File: src/hdl/u2a_pkg.sv
package u2a_pkg;

   localparam int CAP_BITS    = 16;
   localparam int CHAR_BITS   = 7;
   localparam int RUN_CHARS   = 3;
   localparam int QUEUE_DEPTH = 2;

   typedef enum logic [2:0] {
      MODE_IDLE,
      MODE_AFTER_C2,
      MODE_AFTER_C3,
      MODE_AFTER_E2,
      MODE_AFTER_E2X,
      MODE_SKIP
   } u2a_mode_type;

   // One run of output characters caused by one input word, plus an optional terminator.
   typedef struct packed {
      logic [RUN_CHARS-1:0][CHAR_BITS-1:0] chars;
      logic [1:0]                          nchar;
      logic                                term;
   } u2a_run_type;

   localparam logic [7:0] BYTE_C2 = 8'hc2;
   localparam logic [7:0] BYTE_C3 = 8'hc3;
   localparam logic [7:0] BYTE_E2 = 8'he2;

   localparam logic [CHAR_BITS-1:0] CH_SPACE    = 7'h20;
   localparam logic [CHAR_BITS-1:0] CH_DQUOTE   = 7'h22;
   localparam logic [CHAR_BITS-1:0] CH_SQUOTE   = 7'h27;
   localparam logic [CHAR_BITS-1:0] CH_STAR     = 7'h2a;
   localparam logic [CHAR_BITS-1:0] CH_DASH     = 7'h2d;
   localparam logic [CHAR_BITS-1:0] CH_DOT      = 7'h2e;
   localparam logic [CHAR_BITS-1:0] CH_QUESTION = 7'h3f;
   localparam logic [CHAR_BITS-1:0] CH_E        = 7'h45;
   localparam logic [CHAR_BITS-1:0] CH_M        = 7'h4d;
   localparam logic [CHAR_BITS-1:0] CH_R        = 7'h52;
   localparam logic [CHAR_BITS-1:0] CH_T        = 7'h54;
   localparam logic [CHAR_BITS-1:0] CH_U        = 7'h55;
   localparam logic [CHAR_BITS-1:0] CH_O_LOWER  = 7'h6f;
   localparam logic [CHAR_BITS-1:0] CH_NUL      = 7'h00;

   // Latin-1 letters 0xC0..0xFF with their accents stripped.
   localparam logic [0:63][7:0] ACCENT_MAP =
      "AAAAAAACEEEEIIIIDNOOOOO?OUUUUYPsaaaaaaaceeeeiiiidnooooo?ouuuuypy";

   function automatic u2a_run_type one_char(input logic [CHAR_BITS-1:0] c);
      u2a_run_type r;
      r          = '0;
      r.chars[0] = c;
      r.nchar    = 2'd1;
      return r;
   endfunction

   function automatic logic [CHAR_BITS-1:0] map_c2(input logic [7:0] b);
      logic [CHAR_BITS-1:0] c;
      unique case (b)
         8'ha0:        c = CH_SPACE;
         8'hb0:        c = CH_O_LOWER;
         8'hb7:        c = CH_STAR;
         8'hab, 8'hbb: c = CH_DQUOTE;
         default:      c = CH_QUESTION;
      endcase
      return c;
   endfunction

   function automatic logic [CHAR_BITS-1:0] map_c3(input logic [7:0] b);
      logic [7:0] v;
      v = b | 8'h40;
      if (!v[7]) return CH_QUESTION;
      return ACCENT_MAP[v[5:0]][CHAR_BITS-1:0];
   endfunction

   function automatic u2a_run_type map_e2(input logic [7:0] s, input logic [7:0] t);
      u2a_run_type r;
      r = '0;
      if (s == 8'h80 && t >= 8'h90 && t <= 8'h95) begin
         r = one_char(CH_DASH);
      end else if (s == 8'h80 && (t == 8'h98 || t == 8'h99)) begin
         r = one_char(CH_SQUOTE);
      end else if (s == 8'h80 && (t == 8'h9c || t == 8'h9d)) begin
         r = one_char(CH_DQUOTE);
      end else if (s == 8'h80 && t == 8'ha2) begin
         r = one_char(CH_STAR);
      end else if (s == 8'h80 && t == 8'ha6) begin
         r.chars = {CH_DOT, CH_DOT, CH_DOT};
         r.nchar = 2'd3;
      end else if (s == 8'h82 && t == 8'hac) begin
         r.chars = {CH_R, CH_U, CH_E};
         r.nchar = 2'd3;
      end else if (s == 8'h84 && t == 8'ha2) begin
         r.chars = {CH_NUL, CH_M, CH_T};
         r.nchar = 2'd2;
      end else begin
         r = one_char(CH_QUESTION);
      end
      return r;
   endfunction

endpackage

File: src/hdl/u2a_channels.sv
interface u2a_req_if;
   logic       valid;
   logic       ready;
   logic [7:0] in_byte;
   logic       end_of_string;

   modport source (output valid, output in_byte, output end_of_string, input ready);
   modport sink (input valid, input in_byte, input end_of_string, output ready);
endinterface

interface u2a_rsp_if;
   logic       valid;
   logic       ready;
   logic [6:0] out_char;
   logic       last_of_run;
   logic       is_terminator;

   modport source (output valid, output out_char, output last_of_run,
                   output is_terminator, input ready);
   modport sink (input valid, input out_char, input last_of_run,
                 input is_terminator, output ready);
endinterface

File: src/hdl/u2a_front.sv
module u2a_front #(
   parameter int COUNT_BITS = 16
) (
   input  logic                 clock,
   input  logic                 reset,
   input  logic                 csr_write_enable,
   input  logic [15:0]          csr_write_data,
   u2a_req_if.sink              req_chan,
   output u2a_pkg::u2a_run_type push_run,
   output logic                 push_valid,
   input  logic                 push_ready
);
   import u2a_pkg::*;

   localparam int LIM_BITS = ((COUNT_BITS > CAP_BITS) ? COUNT_BITS : CAP_BITS) + 1;

   logic [CAP_BITS-1:0]   capacity_ff, capacity_in;
   u2a_mode_type          mode_ff, mode_in;
   logic [7:0]            held_ff, held_in;
   logic [1:0]            skip_ff, skip_in;
   logic [COUNT_BITS-1:0] used_ff, used_in;

   logic                  fire;
   logic                  closing;
   logic [7:0]            b;
   logic [CAP_BITS-1:0]   cap_m1;
   logic [LIM_BITS-1:0]   cap_ext, cmax_ext, lim, used_ext, room_wide;
   logic [1:0]            room;
   u2a_run_type           text;
   u2a_mode_type          mode_dec;
   logic [7:0]            held_dec;
   logic [1:0]            skip_dec;
   logic [1:0]            n_text;
   logic                  q_add;

   assign b              = req_chan.in_byte;
   assign req_chan.ready = push_ready;
   assign fire           = req_chan.valid && push_ready;
   assign closing        = (b == 8'h00) || req_chan.end_of_string;

   // Characters still allowed in this string, clipped to the longest run.
   always_comb begin
      cap_m1    = capacity_ff - CAP_BITS'(1);
      cap_ext   = LIM_BITS'(cap_m1);
      cmax_ext  = LIM_BITS'({COUNT_BITS{1'b1}});
      lim       = (cap_ext < cmax_ext) ? cap_ext : cmax_ext;
      used_ext  = LIM_BITS'(used_ff);
      room_wide = (capacity_ff != '0 && used_ext < lim) ? (lim - used_ext) : '0;
      room      = (room_wide > LIM_BITS'(3)) ? 2'd3 : room_wide[1:0];
   end

   // Decode of the incoming byte against the current mode.
   always_comb begin
      text     = '0;
      mode_dec = mode_ff;
      held_dec = held_ff;
      skip_dec = skip_ff;
      if (b != 8'h00) begin
         unique case (mode_ff)
            MODE_AFTER_C2: begin
               mode_dec = MODE_IDLE;
               text     = one_char(map_c2(b));
            end
            MODE_AFTER_C3: begin
               mode_dec = MODE_IDLE;
               text     = one_char(map_c3(b));
            end
            MODE_AFTER_E2: begin
               held_dec = b;
               mode_dec = MODE_AFTER_E2X;
            end
            MODE_AFTER_E2X: begin
               mode_dec = MODE_IDLE;
               text     = map_e2(held_ff, b);
               held_dec = 8'h00;
            end
            MODE_SKIP: begin
               skip_dec = skip_ff - 2'd1;
               if (skip_dec == 2'd0) mode_dec = MODE_IDLE;
            end
            default: begin
               mode_dec = MODE_IDLE;
               if (room != 2'd0) begin
                  priority if ((b >= 8'h20 && b <= 8'h7e) || b == 8'h0a) begin
                     text = one_char(b[CHAR_BITS-1:0]);
                  end else if (b == BYTE_C2) begin
                     mode_dec = MODE_AFTER_C2;
                  end else if (b == BYTE_C3) begin
                     mode_dec = MODE_AFTER_C3;
                  end else if (b == BYTE_E2) begin
                     mode_dec = MODE_AFTER_E2;
                  end else begin
                     text = one_char(CH_QUESTION);
                     priority if (b >= 8'hf0) skip_dec = 2'd3;
                     else if (b >= 8'he0)     skip_dec = 2'd2;
                     else if (b >= 8'hc0)     skip_dec = 2'd1;
                     else                     skip_dec = 2'd0;
                     if (skip_dec != 2'd0) mode_dec = MODE_SKIP;
                  end
               end
            end
         endcase
      end
      n_text = (text.nchar < room) ? text.nchar : room;
      // A sequence left open when the string closes gets one '?' if room is left.
      q_add  = closing && room != 2'd0 &&
               (mode_dec == MODE_AFTER_C2 || mode_dec == MODE_AFTER_C3 ||
                mode_dec == MODE_AFTER_E2 || mode_dec == MODE_AFTER_E2X);
   end

   // Next state.
   always_comb begin
      capacity_in = csr_write_enable ? csr_write_data : capacity_ff;
      mode_in     = mode_ff;
      held_in     = held_ff;
      skip_in     = skip_ff;
      used_in     = used_ff;
      if (fire) begin
         if (closing) begin
            mode_in = MODE_IDLE;
            held_in = 8'h00;
            skip_in = 2'd0;
            used_in = '0;
         end else begin
            mode_in = mode_dec;
            held_in = held_dec;
            skip_in = skip_dec;
            used_in = used_ff + COUNT_BITS'(n_text);
         end
      end
   end

   // Outputs toward the queue.
   always_comb begin
      push_run       = '0;
      push_run.chars = text.chars;
      push_run.nchar = n_text;
      if (q_add) begin
         push_run.chars[0] = CH_QUESTION;
         push_run.nchar    = 2'd1;
      end
      push_run.term = closing && capacity_ff != '0;
      push_valid    = fire && (push_run.nchar != 2'd0 || push_run.term);
   end

   always_ff @(posedge clock) begin
      if (reset) begin
         capacity_ff <= CAP_BITS'(64);
         mode_ff     <= MODE_IDLE;
         held_ff     <= 8'h00;
         skip_ff     <= 2'd0;
         used_ff     <= '0;
      end else begin
         capacity_ff <= capacity_in;
         mode_ff     <= mode_in;
         held_ff     <= held_in;
         skip_ff     <= skip_in;
         used_ff     <= used_in;
      end
   end

endmodule

File: src/hdl/u2a_queue.sv
module u2a_queue (
   input  logic                 clock,
   input  logic                 reset,
   input  u2a_pkg::u2a_run_type push_run,
   input  logic                 push_valid,
   output logic                 push_ready,
   output u2a_pkg::u2a_run_type pop_run,
   output logic                 pop_valid,
   input  logic                 pop_ready
);
   import u2a_pkg::*;

   localparam int PTR_BITS   = (QUEUE_DEPTH > 1) ? $clog2(QUEUE_DEPTH) : 1;
   localparam int COUNT_BITS = $clog2(QUEUE_DEPTH + 1);

   u2a_run_type           entry_ff [QUEUE_DEPTH];
   logic [PTR_BITS-1:0]   wr_ptr_ff, wr_ptr_in;
   logic [PTR_BITS-1:0]   rd_ptr_ff, rd_ptr_in;
   logic [COUNT_BITS-1:0] count_ff, count_in;
   logic                  do_push, do_pop;

   assign push_ready = count_ff != COUNT_BITS'(QUEUE_DEPTH);
   assign pop_valid  = count_ff != '0;
   assign pop_run    = entry_ff[rd_ptr_ff];
   assign do_push    = push_valid && push_ready;
   assign do_pop     = pop_valid && pop_ready;

   always_comb begin
      wr_ptr_in = wr_ptr_ff;
      rd_ptr_in = rd_ptr_ff;
      if (do_push) begin
         wr_ptr_in = (wr_ptr_ff == PTR_BITS'(QUEUE_DEPTH - 1)) ? '0 : wr_ptr_ff + PTR_BITS'(1);
      end
      if (do_pop) begin
         rd_ptr_in = (rd_ptr_ff == PTR_BITS'(QUEUE_DEPTH - 1)) ? '0 : rd_ptr_ff + PTR_BITS'(1);
      end
      count_in = count_ff + COUNT_BITS'(do_push) - COUNT_BITS'(do_pop);
   end

   always_ff @(posedge clock) begin
      if (do_push) entry_ff[wr_ptr_ff] <= push_run;
   end

   always_ff @(posedge clock) begin
      if (reset) begin
         wr_ptr_ff <= '0;
         rd_ptr_ff <= '0;
         count_ff  <= '0;
      end else begin
         wr_ptr_ff <= wr_ptr_in;
         rd_ptr_ff <= rd_ptr_in;
         count_ff  <= count_in;
      end
   end

endmodule

File: src/hdl/u2a_back.sv
module u2a_back (
   input  logic                 clock,
   input  logic                 reset,
   input  u2a_pkg::u2a_run_type pop_run,
   input  logic                 pop_valid,
   output logic                 pop_ready,
   u2a_rsp_if.source            rsp_chan
);
   import u2a_pkg::*;

   u2a_run_type cur_ff, cur_in;
   logic        cur_valid_ff, cur_valid_in;
   logic [1:0]  pos_ff, pos_in;
   logic [2:0]  total;
   logic        last;
   logic        fire;

   assign total     = {1'b0, cur_ff.nchar} + 3'(cur_ff.term);
   assign last      = {1'b0, pos_ff} == (total - 3'd1);
   assign fire      = cur_valid_ff && rsp_chan.ready;
   assign pop_ready = !cur_valid_ff || (fire && last);

   always_comb begin
      rsp_chan.valid         = cur_valid_ff;
      rsp_chan.last_of_run   = last;
      rsp_chan.is_terminator = cur_ff.term && (pos_ff >= cur_ff.nchar);
      if (pos_ff < cur_ff.nchar) begin
         unique case (pos_ff)
            2'd0:    rsp_chan.out_char = cur_ff.chars[0];
            2'd1:    rsp_chan.out_char = cur_ff.chars[1];
            default: rsp_chan.out_char = cur_ff.chars[2];
         endcase
      end else begin
         rsp_chan.out_char = CH_NUL;
      end
   end

   always_comb begin
      cur_in       = cur_ff;
      cur_valid_in = cur_valid_ff;
      pos_in       = pos_ff;
      if (pop_ready && pop_valid) begin
         cur_in       = pop_run;
         cur_valid_in = 1'b1;
         pos_in       = 2'd0;
      end else if (fire && last) begin
         cur_valid_in = 1'b0;
      end else if (fire) begin
         pos_in = pos_ff + 2'd1;
      end
   end

   always_ff @(posedge clock) begin
      cur_ff <= cur_in;
      pos_ff <= pos_in;
   end

   always_ff @(posedge clock) begin
      if (reset) cur_valid_ff <= 1'b0;
      else       cur_valid_ff <= cur_valid_in;
   end

endmodule

File: src/hdl/utf8_to_ascii_transliterator.sv
// Channel   Direction  Word contents
// req_chan  in         in_byte (8), end_of_string (1)
// rsp_chan  out        out_char (7), last_of_run (1), is_terminator (1)
// csr       in         csr_write_enable, csr_write_data (16) = capacity
//
// One input word is taken per cycle while the run queue has room; each word
// yields zero to four result words, delivered one per cycle while rsp_chan
// is ready, from the single output register in the back end.
// Reset is synchronous and active high; capacity returns to 64.
// A stall on rsp_chan fills the two-entry run queue before req_chan.ready drops.
module utf8_to_ascii_transliterator #(
   parameter int COUNT_BITS = 16
) (
   input  logic        clock,
   input  logic        reset,
   input  logic        csr_write_enable,
   input  logic [15:0] csr_write_data,
   u2a_req_if.sink     req_chan,
   u2a_rsp_if.source   rsp_chan
);
   import u2a_pkg::*;

   // The front end decodes each byte and tracks the character budget; it
   // hands a complete run of characters to the queue in the same cycle.
   u2a_run_type push_run, pop_run;
   logic        push_valid, push_ready;
   logic        pop_valid, pop_ready;

   u2a_front #(
      .COUNT_BITS(COUNT_BITS)
   ) u_front (
      .clock           (clock),
      .reset           (reset),
      .csr_write_enable(csr_write_enable),
      .csr_write_data  (csr_write_data),
      .req_chan        (req_chan),
      .push_run        (push_run),
      .push_valid      (push_valid),
      .push_ready      (push_ready)
   );

   // The queue decouples decoding from delivery of multi-character runs.
   u2a_queue u_queue (
      .clock     (clock),
      .reset     (reset),
      .push_run  (push_run),
      .push_valid(push_valid),
      .push_ready(push_ready),
      .pop_run   (pop_run),
      .pop_valid (pop_valid),
      .pop_ready (pop_ready)
   );

   // The back end walks through a run one character per word and marks the
   // final word of each run; the next run is loaded as the last one leaves.
   u2a_back u_back (
      .clock    (clock),
      .reset    (reset),
      .pop_run  (pop_run),
      .pop_valid(pop_valid),
      .pop_ready(pop_ready),
      .rsp_chan (rsp_chan)
   );

endmodule

File: src/flat_wrapper.sv
// flat-port wrapper written by rule: the top's interface ports become plain ports
module utf8_to_ascii_transliterator_flat import u2a_pkg::*;
#(
   parameter int COUNT_BITS = 16
)
  (clock, reset, csr_write_enable, csr_write_data, req_chan_valid, req_chan_in_byte, req_chan_end_of_string, req_chan_ready, rsp_chan_valid, rsp_chan_out_char, rsp_chan_last_of_run, rsp_chan_is_terminator, rsp_chan_ready);
  u2a_req_if req_chan_i ();
  u2a_rsp_if rsp_chan_i ();
  input  logic clock;
  input  logic reset;
  input  logic csr_write_enable;
  input  logic [15:0] csr_write_data;
  input wire logic [$bits(req_chan_i.valid)-1:0] req_chan_valid;
  input wire logic [$bits(req_chan_i.in_byte)-1:0] req_chan_in_byte;
  input wire logic [$bits(req_chan_i.end_of_string)-1:0] req_chan_end_of_string;
  output wire logic [$bits(req_chan_i.ready)-1:0] req_chan_ready;
  output wire logic [$bits(rsp_chan_i.valid)-1:0] rsp_chan_valid;
  output wire logic [$bits(rsp_chan_i.out_char)-1:0] rsp_chan_out_char;
  output wire logic [$bits(rsp_chan_i.last_of_run)-1:0] rsp_chan_last_of_run;
  output wire logic [$bits(rsp_chan_i.is_terminator)-1:0] rsp_chan_is_terminator;
  input wire logic [$bits(rsp_chan_i.ready)-1:0] rsp_chan_ready;
  assign req_chan_i.valid = req_chan_valid;
  assign req_chan_i.in_byte = req_chan_in_byte;
  assign req_chan_i.end_of_string = req_chan_end_of_string;
  assign req_chan_ready = req_chan_i.ready;
  assign rsp_chan_valid = rsp_chan_i.valid;
  assign rsp_chan_out_char = rsp_chan_i.out_char;
  assign rsp_chan_last_of_run = rsp_chan_i.last_of_run;
  assign rsp_chan_is_terminator = rsp_chan_i.is_terminator;
  assign rsp_chan_i.ready = rsp_chan_ready;
  utf8_to_ascii_transliterator #(.COUNT_BITS(COUNT_BITS)) u_core (.clock(clock), .reset(reset), .csr_write_enable(csr_write_enable), .csr_write_data(csr_write_data), .req_chan(req_chan_i), .rsp_chan(rsp_chan_i));
endmodule
File: config.mk
export PLATFORM = sky130hd
export DESIGN_NAME = utf8_to_ascii_transliterator_flat
export DESIGN_NICKNAME = d
export VERILOG_FILES = /design/src/hdl/u2a_pkg.sv /design/src/hdl/u2a_channels.sv /design/src/hdl/u2a_front.sv /design/src/hdl/u2a_queue.sv /design/src/hdl/u2a_back.sv /design/src/hdl/utf8_to_ascii_transliterator.sv /design/src/flat_wrapper.sv
export SDC_FILE = /design/constraint.sdc
export NUM_CORES = 1
export LEC_CHECK = 0
export BUFFER_PORTS_ARGS = -buffer_cell sky130_fd_sc_hd__clkbuf_2
export CAP_MARGIN = 5
export CELL_PAD_IN_SITES_DETAIL_PLACEMENT = 1
export CELL_PAD_IN_SITES_GLOBAL_PLACEMENT = 2
export CORE_ASPECT_RATIO = 1.5
export CORE_MARGIN = 1.5
export CORE_UTILIZATION = 28
export CTS_CLUSTER_DIAMETER = 200
export DETAILED_ROUTE_END_ITERATION = 6
export PLACE_DENSITY = 0.63
export SLEW_MARGIN = 5
export SYNTH_ARGS = -nofsm -noshare
export SYNTH_HDL_FRONTEND = slang
export SYNTH_HIERARCHICAL = 1
export SYNTH_SLANG_ARGS = --single-unit
File: constraint.sdc
create_clock -name clock -period 6.7 [get_ports clock]
set_input_delay 1.34 -clock clock [delete_from_list [all_inputs] [get_ports clock]]
set_output_delay 1.34 -clock clock [all_outputs]
set_load 0.05 [all_outputs]
## Yosys cells after proc, flatten, opt, wreduce, memory -nomap -nowiden

Memories as Yosys holds them, arrays and structs flattened. A register that Yosys moved wholly into a read port is not among the register bits.
Index checks and enable logic that the tools add are counted.

| operators by class | value |
|---|---|
| $add $sub $neg | 11 |
| $lt $le $gt $ge | 14 |
| eq/ne operators | 36 |
| mux-type cells | 67 |
| bitwise operators | 2 |
| reductions and logical operators | 51 |

Operator list:

| operator | count |
|---|---|
| == test 8 bit, second input constant | 18 |
| two-way mux 24 bit | 5 |
| one-hot mux 24 bit (4 select lines) | 1 |
| two-way mux 16 bit | 3 |
| two-way mux 23 bit | 2 |
| two-way mux 2 bit | 18 |
| two-way mux 9 bit | 4 |
| two-way mux 7 bit | 5 |
| greater-or-equal comparator 8 bit, second input constant | 4 |
| one-hot mux 7 bit (4 select lines) | 1 |
| two-way mux 3 bit | 9 |
| logical AND 1 bit | 20 |
| two-way mux 10 bit | 2 |
| > comparator 17 x 2 -> 1 bit, second input constant | 1 |
| two-way mux 17 bit | 1 |
| subtractor 16 x 16 -> 17 bit | 1 |
| adder 16 x 2 -> 16 bit | 1 |
| less-than comparator 16 bit | 1 |
| less-than comparator 16 bit, second input constant | 1 |
| two-way mux 8 bit | 2 |
| one-hot mux 8 bit (2 select lines) | 1 |
| nonzero test 16 bit | 1 |
| subtractor 16 x 1 -> 16 bit, second input constant | 1 |
| one-hot mux 7 bit (2 select lines) | 1 |
| 41 further kinds | 77 |

| word-level totals | value |
|---|---|
| register bits | 52 |
| bits in writable memories | 48 |
| ROM bits | 512 |
| input bits | 30 |
| output and inout port bits | 11 |
| word-level logic and storage cells | 193 |
| memories | 2 |

Memories:

| name | depth | width | read ports | clocked after Yosys merged registers in | write ports | line | text |
|---|---|---|---|---|---|---|---|
| (no name shown) | 64 | 8 | 1 | 0 | 0 | u2a_pkg.sv:71 | `return ACCENT_MAP[v[5:0]][CHAR_BITS-1:0];` |
| u_core.u_queue.entry_ff | 2 | 24 | 1 | 1 | 1 | u2a_queue.sv:16 | `u2a_run_type entry_ff [QUEUE_DEPTH];` |

## Longest topological paths before layout

| depth | value |
|---|---|
| word-level depth | 33 |
| mapped depth | 34 |
| gate-level depth less buffers | 34 |

## By module

The synthesis kept the hierarchy.

Modules (own cells, without submodules):

| module | times used | cells an instance | area each (sq um) | sequential area each (sq um) |
|---|---|---|---|---|
| u2a_front | 1 | 631 | 4,594.4 | 900.9 |
| u2a_queue | 1 | 104 | 1,984.4 | 1,541.5 |
| u2a_back | 1 | 84 | 1,157.4 | 780.7 |

## Least setup slack after synthesis

OpenSTA, ideal clock, no wires.

| timing | value |
|---|---|
| path type | register to register |
| start | reg u_core.u_front.capacity_ff[2] |
| end | reg u_core.u_front.used_ff[10] |
| library setup time | 0.128 ns |
| arrival time | 6.609 ns |
| required time | 6.572 ns |
| setup slack | -0.037 ns |
| cell stages (with the launch flop) | 31 |
| buffers on the path | 0 |
| period minus slack after synthesis | 6.737 ns |
| cells stage by stage | dfxtp_1 > or4_1 > nor2_1 > nand2_1 > or4_1 > xnor2_1 > nand2_1 > nor3_1 > a31oi_1 > ha_1 > fa_1 > nand2b_2 > a211o_1 > a2111oi_2 > o31a_1 > o22ai_1 > a211o_1 > nor4_1 > a21oi_1 > ha_1 > nor2b_1 > o2bb2ai_1 > inv_1 > ha_1 > inv_1 > fa_1 > nor4_1 > nand4_1 > nor2b_1 > xnor2_1 > nor2_1 |

| on the way | value |
|---|---|
| word-level cells in the longest chain between the ends | 16 |
| elaborated cells between the ends (all ways) | 18 |
| classes of those cells | 3 x add/sub; 4 x order compare; 8 x mux; 3 x reduce/logical |

Ends and longest elaborated chain:

| item | line | text |
|---|---|---|
| start: declaration | u2a_front.sv:17 | `logic [CAP_BITS-1:0] capacity_ff, capacity_in;` |
| start signal: assignment | u2a_front.sv:154 | `capacity_ff <= capacity_in;` |
| subtractor 16 x 1 -> 16 bit | u2a_front.sv:43 | `cap_m1 = capacity_ff - CAP_BITS'(1);` |
| less-than comparator 16 bit | u2a_front.sv:46 | `lim = (cap_ext < cmax_ext) ? cap_ext : cmax_ext;` |
| two-way mux 16 bit | u2a_front.sv:46 |  |
| less-than comparator 16 bit | u2a_front.sv:48 | `room_wide = (capacity_ff != '0 && used_ext < lim) ? (lim - used_ext) : '0;` |
| logical AND 1 bit | u2a_front.sv:48 |  |
| two-way mux 17 bit * | u2a_front.sv:48 |  |
| > comparator 17 x 2 -> 1 bit | u2a_front.sv:49 | `room = (room_wide > LIM_BITS'(3)) ? 2'd3 : room_wide[1:0];` |
| two-way mux 2 bit * | u2a_front.sv:49 |  |
| nonzero test 2 bit | u2a_front.sv:83 | `if (room != 2'd0) begin` |
| two-way mux 10 bit | u2a_front.sv:83 |  |
| one-hot mux 24 bit (4 select lines) | u2a_front.sv:59 | `unique case (mode_ff)` |
| two-way mux 24 bit | u2a_front.sv:58 | `if (b != 8'h00) begin` |
| less-than comparator 2 bit | u2a_front.sv:104 | `n_text = (text.nchar < room) ? text.nchar : room;` |
| two-way mux 2 bit * | u2a_front.sv:104 |  |
| adder 16 x 2 -> 16 bit * | u2a_front.sv:128 | `used_in = used_ff + COUNT_BITS'(n_text);` |
| two-way mux 16 bit * | u2a_front.sv:119 | `if (closing) begin` |
| end signal: assignment | u2a_front.sv:158 | `used_ff <= used_in;` |
| end: declaration | u2a_front.sv:21 | `logic [COUNT_BITS-1:0] used_ff, used_in;` |

Mark *: on every way between the ends. The rest lies on a longest branch, timed or not.
A chain may end at the register's enable or synchronous reset.

## Final worst setup path

| timing | value |
|---|---|
| start | reg u_core.u_front.capacity_ff[5] |
| end | reg u_core.u_front.used_ff[10] |

Same word-level chain as after synthesis.

==> results.yml <==
finish:
  stdcell_area_sq_um: 9810
  fill_cells: 3186
  num_antenna_cells: 0
  nNetsFinal: 986
  utilization_pct: 36.0
  area_growth_pct: 26.8
  drive_above_1_share_pct: 28.7
clock_tree:
  cts_max_path_buffers: 2
  cts_root_buffer: "clkbuf_16"
  cts_tree: "built"
  clock_sinks: 125
  clkTransAtPathRegs_ps: 60
  cts_buffers: 17
  htreeDepth: 4
  clkLatencyLatePin_ps: 420
outcome:
  status: "finished with violations"
  violations: "setup timing"
global_route:
  globalRouteOverflowTotal: 0
  grt_util_all_layers_pct: 16.3
  antenna_found_initial: 0
  use_met1_pct: 16.8
  grt_pass1_vias: 6973
  busiest_layer: "met2"
  grtUsageMet2_pct: 32.7
  grt_start_max_net_pins: 41
  gr-usage-met3_pct: 2.24
  grt_first_pass_wirelength_um: 36700
timing:
  setup_ws_ps: -179
  maxSlewViolCount: 0
  hold-worst-slack_ps: 455
  fin_crit_sh_pct: 103
  tightestPinTransition_ps: 1120
  clock_skew_ps: 9.75
  fmax_ghz: 0.145
  setup_viol: 10
  finalHoldViolCount: 0
  rsz0062_at_grt: "yes"
  setup_tns_ps: -935
  period_needed_ps: 6880
  slew_headroom_pct: 25.2
setup_path:
  crit_fanout: 4
  cpMostUsedCell: "buf_4"
  r2r-end: "u_core/u_front/used_ff[10]$_SDFFE_PP0P_"
  worst-endpoint-arrival_ps: 7190
  r2r-start: "u_core/u_front/capacity_ff[5]$_SDFFE_PP0P_"
  end_kind: "register"
  crit_type: "register to register"
  cp-startpoint: "u_core/u_front/capacity_ff[5]$_SDFFE_PP0P_"
  critPathLaunchType: "register"
  required_ps: 7010
  crit_slowest_cell: "or4_4"
  rrSetupSlack_ps: -180
  r2r_cells: 34
  crit_path_end: "u_core/u_front/used_ff[10]$_SDFFE_PP0P_"
  max_stage_delay_ps: 570
route:
  drt-total-wl_um: 23100
  route.antenna.remaining_nets: 0
  drt_iter0_drc: 250
  via_per_inst: 5.11
  vias: 6538
  drc: 0
  wl_per_cell_um: 18.0
  firstDrtPassIters: 4
floorplanning:
  die_area_sq_um: 28700
  start_util_pct: 28.4
  coreArea_sq_um: 27200
  fp.dieW_um: 139
  num_rows: 74
  die_height_um: 207
  io_pins: 41
synthesis:
  async_reset_ff_share_pct: 0
  syn-num-nets: 880
  synth_cells: 819
  synth_edf_count: 72
  synth_warnings: 6
  ys.flop_type: "edfxtp_1"
  ys_ff_latch: 125
  syn_area_sq_um: 7740
  synth.distinct_cells: 94
  syn-mean-instance-area_sq_um: 9.45
  ys_seq_area_share_pct: 41.7
flow_run:
  max_cap_violations: 0
power:
  power_leakage_nw: 3.76
  ir_drop_mv: 0.243
  power_density_nw_per_um2: 335
  total_power_mw: 3.29
hold_path:
  hold_path_class: "register to register"
placement:
  io_buffers: 40
  gp_congestion: 0.794
  placed_area_sq_um: 8710
  dp_hpwl_um: 17400
==> registers in the layout (all words and copies together) (netlist names), named ones only <==
register,cells
u_core/u_front/mode_ff,3
u_core/u_queue/rd_ptr_ff,1
u_core/u_front/used_ff,16
u_core/u_queue/entry_ff,48
u_core/u_queue/wr_ptr_ff,1
u_core/u_front/held_ff,8
u_core/u_back/pos_ff,2
u_core/u_front/skip_ff,2
u_core/u_back/cur_ff,24
u_core/u_front/capacity_ff,16
u_core/u_queue/count_ff,2
u_core/u_back/rsp_chan.valid,1
==> synth_stat cells, drive strengths merged (7+ instances only) <==
| cell type | n | area share, % |
|---|---|---|
| nor2 | 87 | 4.3 |
| edfxtp | 72 | 28 |
| nand2 | 68 | 3.3 |
| a21oi | 59 | 4.1 |
| dfxtp | 53 | 14 |
| nand3 | 44 | 2.8 |
| inv | 41 | 2.0 |
| ha | 29 | 4.7 |
| mux2 | 26 | 3.8 |
| xnor2 | 26 | 3.0 |
| buf | 25 | 2.3 |
| o21ai | 24 | 1.6 |
| clkbuf | 20 | 0.97 |
| mux2i | 18 | 2.3 |
| nor3 | 17 | 1.1 |
| nand4 | 12 | 0.97 |
| nor2b | 12 | 0.97 |
| and2 | 11 | 0.94 |
| a22oi | 10 | 0.97 |
| xor2 | 10 | 1.1 |
| a31oi | 9 | 0.73 |
| nor4 | 9 | 0.73 |
| a21o | 8 | 0.79 |
| nand2b | 8 | 0.68 |
| a211oi | 7 | 0.81 |
| and3 | 7 | 0.57 |
| o211ai | 7 | 0.86 |
==> final cells by class <==
type                       count  area, sq um  share of cell area (%)
multi-input combinational    608         4430                    45.1
sequential                   125         3230                    32.9
clock inverter                12          134                    1.37
timing repair buffer         132          991                    10.1
clock buffer                  20          447                    4.56
inverter                      41          154                    1.57
tap                          342          428                    4.36
==> repair_timing <==
| action | CTS | global route |
|---|---|---|
| endpoints found under the hold margin | 0 | 0 |
| setup buffers | 6 | 10 |
| resized for setup | 16 | 57 |
| pin swaps | 9 | 38 |
| gates cloned | 0 | 3 |
| hold buffers | 0 | 0 |
| setup endpoints to repair | 14 | 64 |
==> power breakdown <==
part	switching (mW)	internal, mW
logic	0.777	0.502
clock network	0.357	0.560
registers	0.0643	1.03
==> worst min path at each step <==
stage,from,endpoint,slack [ps],cells after the start
finish,u_core/u_front/held_ff[7]$_SDFFE_PP0P_,u_core/u_front/held_ff[7]$_SDFFE_PP0P_,450,2
global placement,u_core/u_front/held_ff[4]$_SDFFE_PP0P_,u_core/u_front/held_ff[4]$_SDFFE_PP0P_,440,2
global route,u_core/u_front/held_ff[5]$_SDFFE_PP0P_,u_core/u_front/held_ff[5]$_SDFFE_PP0P_,480,2
floorplan,u_core/u_front/held_ff[6]$_SDFFE_PP0P_,u_core/u_front/held_ff[6]$_SDFFE_PP0P_,430,2
detailed placement,u_core/u_front/held_ff[5]$_SDFFE_PP0P_,u_core/u_front/held_ff[5]$_SDFFE_PP0P_,450,2
CTS,u_core/u_front/held_ff[5]$_SDFFE_PP0P_,u_core/u_front/held_ff[5]$_SDFFE_PP0P_,460,2
==> through the flow <==
stage | instances | worst slack [ps]
detailed placement | 1232 | -467
CTS | 1270 | -144
global placement | 1232 | -316
global route | 1280 | -527
finish | 1280 | -179
floorplan | 819 | 71.4
==> critical path, delay by kind of cell, from the launching register on <==
kind                       cells  cell delay (ps)
xor gates and xnor gates       2              300
and+or+nand+nor               13             2520
AOI/OAI and AO/OA              8             1490
adders and majority gates      5             1330
DFF                            1              320
buffers and inverters          6              810
==> routing by layer <==
metal | wire, um | vias to the layer above
met1 | 8960 | 3213
met5 | 0 | -
li1 | - | 3226
met4 | 622 | 0
met2 | 13200 | 64
met3 | 342 | 35
==> cells in the final DEF (no fill, tap or decap), drive strengths merged, types with 4 or more instances in the layout <==
cell,synthesis,final
a211o,5,5
a211oi,7,7
a21o,8,8
a21oi,59,59
a22oi,10,10
a31oi,9,9
a32oi,4,4
and2,11,11
and3,7,7
buf,25,89
clkbuf,20,63
dfxtp,53,53
edfxtp,72,72
ha,29,29
inv,41,46
mux2,26,26
mux2i,18,18
nand2,68,68
nand2b,8,8
nand3,44,44
nand3b,6,6
nand4,12,12
nor2,87,87
nor2b,12,12
nor3,17,17
nor4,9,9
o2111ai,6,6
o211ai,7,7
o21a,4,4
o21ai,24,24
o22ai,5,5
o31a,4,4
or2,6,6
or3,6,6
xnor2,26,26
xor2,10,10
==> cell families (layout without fill, tap and decap cells) <==
group / count (synthesis) / in the layout / synth area share (%)
simple gates: 308 / 308 / 20.0
fa+ha+maj: 31 / 31 / 5.21
flops: 125 / 125 / 41.7
other cells: 1 / 1 / 0.0485
mux: 44 / 44 / 6.11
buf+inv: 86 / 205 / 5.30
compound gates: 188 / 188 / 17.5
xor+xnor: 36 / 36 / 4.17
Power figures use the tool's default switching activity.
